**src/rtl/bma_ram.sv**
```systemverilog
module bma_ram #(
    parameter int AW = 10,
    parameter int W  = 1
) (
    input  logic          i_clk,
    input  logic          i_we,
    input  logic [AW-1:0] i_waddr,
    input  logic [W-1:0]  i_wdata,
    input  logic [AW-1:0] i_raddr,
    output logic [W-1:0]  o_rdata
);
    logic [W-1:0] r_mem [2**AW];
    logic [W-1:0] r_rdata;

    // write one entry, register one read
    always_ff @(posedge i_clk) begin
        if (i_we) r_mem[i_waddr] <= i_wdata;
        r_rdata <= r_mem[i_raddr];
    end

    assign o_rdata = r_rdata;
endmodule

```
**config.mk**
```make
export PLATFORM = sky130hd
export DESIGN_NAME = bma_ram
export DESIGN_NICKNAME = d
export VERILOG_FILES = /design/src/rtl/bma_ram.sv
export SDC_FILE = /design/constraint.sdc
export NUM_CORES = 1
export LEC_CHECK = 0
export BUFFER_PORTS_ARGS = -buffer_cell sky130_fd_sc_hd__buf_2
export CORE_MARGIN = 1
export CORE_UTILIZATION = 55
export CTS_CLUSTER_SIZE = 28
export DETAILED_ROUTE_END_ITERATION = 10
export PLACE_DENSITY = 0.83
export SKIP_CTS_REPAIR_TIMING = 1
export SLEW_MARGIN = 20
export SYNTH_ARGS = -nofsm -noshare
export SYNTH_HDL_FRONTEND = slang
export SYNTH_SLANG_ARGS = --single-unit
```
**constraint.sdc**
```tcl
create_clock -name i_clk -period 8.7 [get_ports i_clk]
set_input_delay 1.74 -clock i_clk [delete_from_list [all_inputs] [get_ports i_clk]]
set_output_delay 1.74 -clock i_clk [all_outputs]
set_load 0.01 [all_outputs]
```
# After elaboration in Yosys (flattened, before gate mapping)

Memories as Yosys holds them, arrays and structs flattened. A register that Yosys moved wholly into a read port is not among the register bits.
Cells that the tools add are included.

Register bits after elaboration: 0
Output and inout bits: 1
RAM bits: 1,024
Input port bits: 23
Word-level logic and storage cells: 3
Memories kept: 1

Multiplexer cells: 2

Memory list:

| memory | depth | width | read ports | clocked after Yosys merged registers in | wr ports | line | RTL |
|---|---|---|---|---|---|---|---|
| r_mem  | 1,024 | 1     | 1          | 1                                       | 1        | 12   | `logic [W-1:0] r_mem [2**AW];` |

Operators with widths:

| operator         | count |
|---|---|
| 1-bit 2-to-1 mux | 2 |

# Depth between registers and ports, before layout

Gate-level depths: netlist of the first run.

Depth in word-level cells: 2
Depth in mapped cells: 15
Mapped depth without buffers: 8

# Least setup slack after synthesis of the first run

Ideal clock, no wire load.

Path type: input-to-reg
Start point: input i_raddr[0]
End point: register r_rdata, in the netlist o_rdata (read register of r_mem)
Setup time: 0.137 ns
Required time: 8.563 ns
Arrival time: 3.877 ns
Slack: 4.686 ns
Stages on the path: 10
Path through: buf_6 > buf_12 > buf_12 > buf_2 > mux4_2 > mux4_2 > a211oi_1 > nor2_1 > o311ai_1 > o2111ai_1

RTL lines:

| item            | line | RTL |
|---|---|---|
| start, declared | 9    | `input logic [AW-1:0] i_raddr,` |
| end, declared   | 13   | `logic [W-1:0] r_rdata;` |

==> impl_table.tex, run 1 <==
\begin{tabular}{lr}
\hline
Metric & Value \\
\hline
\multicolumn{2}{l}{\textbf{Outcome}} \\
\quad Status & completed \\
\multicolumn{2}{l}{\textbf{Pwr}} \\
\quad Static leakage & 14.3 nW \\
\quad Power density relative to cell area & 206 nW/um2 \\
\quad Worst supply voltage drop on vdd & 0.000140 V \\
\multicolumn{2}{l}{\textbf{Logic synthesis}} \\
\quad XOR/XNOR Fraction of Synth Area & 0\% \\
\quad Most repeated cell in the gate-level netlist after synthesis & nor2\_1 \\
\quad Mapped Area & 44,700 um2 \\
\quad Number of enable flip-flop cells after synthesis & 1,024 \\
\quad Top cell types by occurrence after synthesis & nor2\_1, edfxtp\_1, mux4\_2 \\
\quad Main combinational cell family by area after synthesis & multiplexers \\
\quad Library cell occupying the most area in the post-synthesis netlist & edfxtp\_1 \\
\quad Mux contribution to synthesized area & 13.7\% \\
\quad Compound-cell area share of the yosys netlist & approximately 2.8\% \\
\quad Prevailing post-synth register cell & edfxtp\_1 \\
\quad Register area share after synthesis & 68.9\% \\
\quad Synthesis warning total & 0 \\
\quad Ranking of synthesized cells by area & edfxtp\_1, mux4\_2, nor2\_1 \\
\quad Instance count of the mapped netlist & 3,112 \\
\quad Area share of the leading cell type in the synthesized netlist & approximately 70\% \\
\quad Post-Synthesis Mean Instance Area & 14.3 um2 \\
\quad Fraction of synthesis flops using an asynchronous set or reset pin & 0\% \\
\quad Number of register bits inferred by synthesis & roughly 1,000 \\
\quad Number of distinct standard cells referenced by the synthesized netlist & 56 \\
\quad Simple-gate share of the synthesized area & around 11\% \\
\quad Arithmetic-cell share of the synthesized area counting full adders, half adders and majority gates & 0\% \\
\quad Post-Synthesis Net Count & 3,135 \\
\multicolumn{2}{l}{\textbf{CTS}} \\
\quad Clk buf depth & 3 \\
\quad H-tree level count & 3 \\
\quad Cts bufs inserted & 96 \\
\quad CTS tree & built \\
\quad Reg clk slew, reported paths & about 0.060 ns \\
\quad Latest clock arrival within the worst-skew pair & 0.65 ns \\
\quad Root buffer cell & clkbuf\_16 \\
\quad Clock sink total & 1,025 \\
\multicolumn{2}{l}{\textbf{Run}} \\
\quad Max-Cap Viols & 0 \\
\multicolumn{2}{l}{\textbf{Timing}} \\
\quad Post-Route Skew & $\sim$0.024 ns \\
\quad Pins over their slew limit & 0 \\
\quad Count of endpoints failing hold in the final timing report & 0 \\
\quad Maximum operating frequency & 197 MHz \\
\quad Actual transition at the worst max-transition pin & 1.43 ns \\
\quad Min cycle time layout & 5.07 ns \\
\quad Unrepaired setup endpoints after global routing & no \\
\quad Number of endpoints failing setup at the final stage & 0 \\
\quad TNS Setup & 0 ns \\
\quad Final cycle utilization of the critical path & 58.2\% \\
\quad Worst-case headroom to the max-slew limit & 4.41\% \\
\multicolumn{2}{l}{\textbf{Floorplanning}} \\
\quad Die X-Extent & 287 um \\
\quad Die area & 82,300 um2 \\
\quad Effective utilization at floorplan & a little under three fifths \\
\quad Standard-cell rows & 104 \\
\quad Overall die height & 287 um \\
\quad Core region area & 80,400 um2 \\
\quad Number of top-level pins & 24 \\
\multicolumn{2}{l}{\textbf{Detailed routing}} \\
\quad Met2 Routed Length & approximately 56,000 um \\
\quad Via-per-instance ratio & 6.71 \\
\quad Residual DRC count & 0 \\
\quad Iteration-0 DRC Markers & 4,526 \\
\quad Met1 Routed Length & 38,600 um \\
\quad WL final & 118,000 um \\
\quad Length of the first detailed-routing pass in iterations & 6 \\
\quad Total vias in the final route & 27,693 \\
\quad Metal3 WL & between 15,000 and 20,000 um \\
\quad Highest layer used for signal routing & met5 \\
\quad Number of nets with antenna violations after routing & 0 \\
\quad Average wire per cell in the routed design & 28.5 um \\
\multicolumn{2}{l}{\textbf{Worst setup path}} \\
\quad Critical path start-end classification & input pin to flop \\
\quad Stage delay of the slowest cell on the critical path & roughly 1.0 ns \\
\quad Kind of capture point of the worst setup path & flop \\
\quad Endpoint required time on the critical path & 9.27 ns \\
\quad Max stage delay cell, worst path & a2111oi\_0 \\
\quad Crit path max fanout & 33 \\
\quad Worst Setup Start Kind & input pin \\
\quad Most used cell along the critical path & buf\_4 \\
\quad Worst EP arrival & 5.63 ns \\
\quad Ordered list of cells on the worst path & buf\_2, buf\_4, inv\_2, buf\_4, nand2\_1, a211oi\_1, a2111oi\_0, and4\_1, nor4\_1, o2111ai\_1 \\
\quad Register-to-register path setup slack & roughly 5.9 ns \\
\multicolumn{2}{l}{\textbf{GRT}} \\
\quad Global-route usage over all layers & between 20 and 30\% \\
\quad Global-route wire length before repair & 170,000 um \\
\quad Number of antenna violations at the first check in global routing & 5 \\
\quad Number of global-route vias before repair & around 27,000 \\
\quad Final global-route overflow total & 0 \\
\quad Maximum number of pins on one net before global-route repair & 325 \\
\multicolumn{2}{l}{\textbf{Layout}} \\
\quad Fraction of final layout cells with drive strength greater than 1 & 15.0\% \\
\quad Area growth syn-to-layout & 8.32\% \\
\quad Final design utilization & 60.2\% \\
\quad Number of nets in the layout & 3,016 \\
\multicolumn{2}{l}{\textbf{Place}} \\
\quad Number of buffer cells added on primary ports & 23 \\
\quad Sum of net half-perimeters after detailed placement & 59,800 um \\
\quad Final Wtd Congestion & 0.848 \\
\multicolumn{2}{l}{\textbf{Hold path}} \\
\quad Type of the worst min-delay path & flop to flop \\
\hline
\end{tabular}
==> metrics by stage <==
step                      area, um2  setup slack [ns]  cells  power (mW)  hold slack [ns]
after CTS                     48300              3.86   4126        9.97             1.25
after global placement        45400              3.18   3954        6.04             1.17
final                         48400              3.63   4129        9.99             1.26
after detailed placement      45400              3.14   3954        6.05             1.19
after global routing          48400              3.76   4127        10.2             1.28
after floorplan               44700              4.69   3112        5.86            0.896
==> layer usage <==
layer  up-vias  global-route usage, %
met5         -                      0
met4         8                   15.6
met3       448                   5.16
met2      2260                   45.2
met1     13735                   37.4
li1      11242                      -
==> cell type report <==
class                           count  area, um2
Inverter                            6       22.5
Fill cell                        5654      32000
Timing Repair Buffer               86        688
Clock inverter                     54        419
Tap cell                         1060       1330
Multi-Input combinational cell   1778      12600
Clock buffer                      118       2530
Antenna cell                        2       5.00
Sequential cell                  1025      30800
==> worst max-delay path, delay by kind of cell <==
family	cells	cell delay, ns
simple gates	3	0.79
compound gates	3	1.37
buf+inv	4	1.65
==> logic make-up after synthesis <==
logic type / after synthesis
simple gates: 1260
flops: 1025
mux: 340
buf+inv: 309
compound gates: 178
==> registers in the layout, indices dropped and copies added, names as in the netlist <==
| register | cells |
|---|---|
| r_mem | 1024 |
| o_rdata | 1 |
==> path summary, 6_finish.rpt <==
kind | cells after the start | endpoint | from
max reg2reg | 8 | o_rdata$_DFF_P_ | r_mem[270]$_DFFE_PP_
min reg2reg | 5 | o_rdata$_DFF_P_ | r_mem[225]$_DFFE_PP_
min | 5 | o_rdata$_DFF_P_ | r_mem[225]$_DFFE_PP_
max | 10 | o_rdata$_DFF_P_ | i_raddr[3]
==> cells in the final DEF (no fill, tap or decap), types with 7 or more instances in the layout <==
master / n
nor3_1: 36
nor2b_1: 11
nor2_1: 1036
mux4_2: 200
mux4_1: 14
a22oi_1: 17
nand4_1: 10
nand3_2: 20
buf_4: 58
o21ai_0: 11
edfxtp_1: 1024
clkbuf_16: 98
mux2i_1: 123
a21oi_1: 37
o22ai_1: 28
clkinv_1: 31
nand2_1: 71
clkinv_2: 12
nand3_1: 13
clkbuf_1: 20
nand2_2: 15
nand2b_1: 7
o221ai_1: 49
nor3b_1: 7
buf_2: 20
==> where the power goes <==
group          internal (mW)  leakage [nW]  total, mW  switching (mW)
logic                  0.169          3.64      0.520           0.351
registers               5.44          9.21       5.44         0.00263
clock network           2.23          1.43       4.03            1.79
total                   7.84          14.3       9.99            2.15
No activity file was read; power rests on OpenSTA's default activity.
==> run 2, diff against run 1 <==
==> constraint.sdc (replaced) <==
create_clock -name i_clk -period 5.3 [get_ports i_clk]
set_input_delay 1.06 -clock i_clk [delete_from_list [all_inputs] [get_ports i_clk]]
set_output_delay 1.06 -clock i_clk [all_outputs]
set_load 0.01 [all_outputs]
==> run 2 against run 1 <==
Global-route usage up 0.84 points; final cell count up 1.8%; critical path depth unchanged; sequential share of layout area down 1.0 points; utilization up 0.97 points; highest routed layer unchanged; flip-flop and latch count unchanged; combinational power up 73%; critical path type unchanged; die area unchanged; worst setup slack worse by 2.1 ns.
==> impl_table.tex, run 2 (synthesis gave the netlist of run 1 again) <==
\begin{tabular}{lr}
\hline
Metric & Value \\
\hline
\multicolumn{2}{l}{\textbf{Outcome}} \\
\quad Status & completed \\
\multicolumn{2}{l}{\textbf{Layout}} \\
\quad Most common cell after layout, fill and taps aside & nor2\_1 \\
\quad Number of nets in the layout & between 3,000 and 4,000 \\
\quad Area used by sequential logic in the layout & 30,800 um2 \\
\quad Register with the most flip-flops & r\_mem \\
\quad Final design utilization & 61.1\% \\
\quad Filler Cell Count & between 5,000 and 6,000 \\
\quad Commonest cells after routing, fill and taps aside & nor2\_1, edfxtp\_1, mux4\_2 \\
\quad Largest register FFs & approximately 1,000 \\
\quad Area growth syn-to-layout & 10.1\% \\
\quad Multi-input combinational cell area & 12,600 um2 \\
\quad Fraction of final layout cells with drive strength greater than 1 & between 10\% and 20\% \\
\multicolumn{2}{l}{\textbf{GRT}} \\
\quad Met1 track utilization from global routing & 37.1\% \\
\quad Met3 capacity usage during global routing & 7.75\% \\
\quad Maximum number of pins on one net before global-route repair & 163 \\
\quad Number of antenna violations at the first check in global routing & 9 \\
\quad Number of global-route vias before repair & about 28,000 \\
\quad Met2 Resource Use GR & 46.3\% \\
\quad Most Crowded Layer GR & met2 \\
\quad Global-route usage over all layers & a little under 30\% \\
\quad Global-route wire length before repair & $\sim$170,000 um \\
\quad Final global-route overflow total & 0 \\
\multicolumn{2}{l}{\textbf{CTS}} \\
\quad Clock sink total & 1,025 \\
\quad Root buffer cell & clkbuf\_16 \\
\quad Latest clock arrival within the worst-skew pair & 0.68 ns \\
\quad H-tree level count & 3 \\
\quad Cts bufs inserted & 101 \\
\quad Clk buf depth & 3 \\
\quad CTS tree & built \\
\quad Reg clk slew, reported paths & approximately 0.06 ns \\
\multicolumn{2}{l}{\textbf{Worst setup path}} \\
\quad Worst Setup Start Kind & input pin \\
\quad Worst Setup SP & i\_raddr[0] \\
\quad Critical path start-end classification & input pin to flop \\
\quad Endpoint required time on the critical path & 5.85 ns \\
\quad Capture instance of the worst register-to-register path & o\_rdata\$\_DFF\_P\_ \\
\quad Last element of the critical path & o\_rdata\$\_DFF\_P\_ \\
\quad Worst EP arrival & 4.31 ns \\
\quad Kind of capture point of the worst setup path & flop \\
\quad R2R cell count & 8 \\
\quad Register-to-register path setup slack & about 2.6 ns \\
\quad Launch point of the worst reg-to-reg path & r\_mem[27]\$\_DFFE\_PP\_ \\
\quad Crit path max fanout & 75 \\
\multicolumn{2}{l}{\textbf{Detailed routing}} \\
\quad Length of the first detailed-routing pass in iterations & 7 \\
\quad Average wire per cell in the routed design & 28.8 um \\
\quad Residual DRC count & 0 \\
\quad WL final & 121,000 um \\
\quad Number of nets with antenna violations after routing & 0 \\
\quad Iteration-0 DRC Markers & 4,882 \\
\quad Total vias in the final route & 28,290 \\
\quad Via-per-instance ratio & 6.73 \\
\multicolumn{2}{l}{\textbf{Timing}} \\
\quad Worst-case headroom to the max-slew limit & 10.8\% \\
\quad Count of endpoints failing hold in the final timing report & 0 \\
\quad Min cycle time layout & 3.75 ns \\
\quad Maximum operating frequency & between 200 and 300 MHz \\
\quad Pins over their slew limit & 0 \\
\quad Post-Route Skew & between 0.03 and 0.04 ns \\
\quad Worst hold slack & 0.868 ns \\
\quad Number of endpoints failing setup at the final stage & 0 \\
\quad TNS Setup & 0 ns \\
\quad Final cycle utilization of the critical path & between 70\% and 80\% \\
\quad Actual transition at the worst max-transition pin & 1.34 ns \\
\quad Unrepaired setup endpoints after global routing & no \\
\quad Final worst-path setup slack & 1.55 ns \\
\multicolumn{2}{l}{\textbf{Pwr}} \\
\quad P\_int & about 13 mW \\
\quad Part of the power in combinational logic & between 5 and 6\% \\
\quad Worst supply voltage drop on vdd & 0.000225 V \\
\quad Power density relative to cell area & 343 nW/um2 \\
\quad Static leakage & 14.7 nW \\
\quad Seq pwr share & 53.0\% \\
\quad Clock group share of total power & roughly two fifths \\
\quad Switching fraction of total power & 21.5\% \\
\quad Power dissipated by switching net loads & between 3 and 4 mW \\
\multicolumn{2}{l}{\textbf{Floorplanning}} \\
\quad Number of top-level pins & 24 \\
\quad Die X-Extent & approximately 290 um \\
\quad Core region area & 80,400 um2 \\
\quad Die area & 82,300 um2 \\
\quad Overall die height & 287 um \\
\quad Standard-cell rows & 104 \\
\quad Effective utilization at floorplan & between 50\% and 60\% \\
\multicolumn{2}{l}{\textbf{Place}} \\
\quad Sum of net half-perimeters after detailed placement & 65,400 um \\
\quad Number of buffer cells added on primary ports & 23 \\
\quad Final Wtd Congestion & roughly 0.86 \\
\quad Worst-case setup slack after placement & a little under 1 ns \\
\multicolumn{2}{l}{\textbf{Run}} \\
\quad Max-Cap Viols & 0 \\
\multicolumn{2}{l}{\textbf{Hold path}} \\
\quad Type of the worst min-delay path & input pin to flop \\
\hline
\end{tabular}
[run 2: cell count changes in the layout (fill, tap and decap cells not counted), sizes merged]
cell	change
buf	+61
bufinv	+3
clkbuf	+6
clkinv	+2
clkinvlp	+1
diode	+2
[run 2: area by class of cell]
| class | count | area share (%) |
|---|---|---|
| clock inverters | 60 | 1.12 |
| inverters | 6 | 0.0458 |
| clock buffers | 124 | 5.40 |
| flip-flops and latches | 1025 | 62.6 |
| multi-input cells | 1778 | 25.6 |
| well taps | 1060 | 2.70 |
| repair buffers | 147 | 2.55 |
| diodes | 4 | 0.0204 |
[run 2: layer usage]
metal	wire length (um)	vias up
met4	7430	12
met1	39600	14065
met3	17200	528
met5	82	-
met2	56600	2295
li1	-	11390
[run 2: worst min-delay path by stage]
| stage | slack [ns] | end | depth (start not counted) | start |
|---|---|---|---|---|
| final | 0.87 | o_rdata$_DFF_P_ | 2 | i_raddr[6] |
| after global placement | 1.11 | o_rdata$_DFF_P_ | 5 | r_mem[242]$_DFFE_PP_ |
| after detailed placement | 1.14 | o_rdata$_DFF_P_ | 5 | r_mem[227]$_DFFE_PP_ |
| after CTS | 0.83 | o_rdata$_DFF_P_ | 2 | i_raddr[6] |
| after global routing | 0.85 | o_rdata$_DFF_P_ | 2 | i_raddr[6] |
| after floorplan | 0.90 | o_rdata$_DFF_P_ | 5 | r_mem[242]$_DFFE_PP_ |
[run 2: critical path, stage by stage]
cell	delay, ns
buf_8	0.61
buf_4	0.35
mux4_1	0.57
a22oi_1	0.19
nand2_1	0.10
a21oi_1	0.22
nand4_1	0.28
and4_1	0.37
nor4_1	0.26
o2111ai_1	0.14
[run 2: stage by stage]
stage	total power, mW	instances	cell area (um2)
after global placement	9.95	4016	45900
after global routing	17.2	4202	49100
after floorplan	9.61	3112	44700
after CTS	16.8	4200	49100
final	16.8	4204	49100
after detailed placement	9.97	4016	45900
[run 2: power groups by stage]
stage | combinational (mW) | clock, mW | sequential, mW
finish | 0.899 | 7.02 | 8.93
global route | 0.927 | 7.32 | 8.92
CTS | 0.874 | 7.02 | 8.93
detailed placement | 0.868 | 0 | 9.10
global placement | 0.850 | 0 | 9.10
floorplan | 0.516 | 0 | 9.10
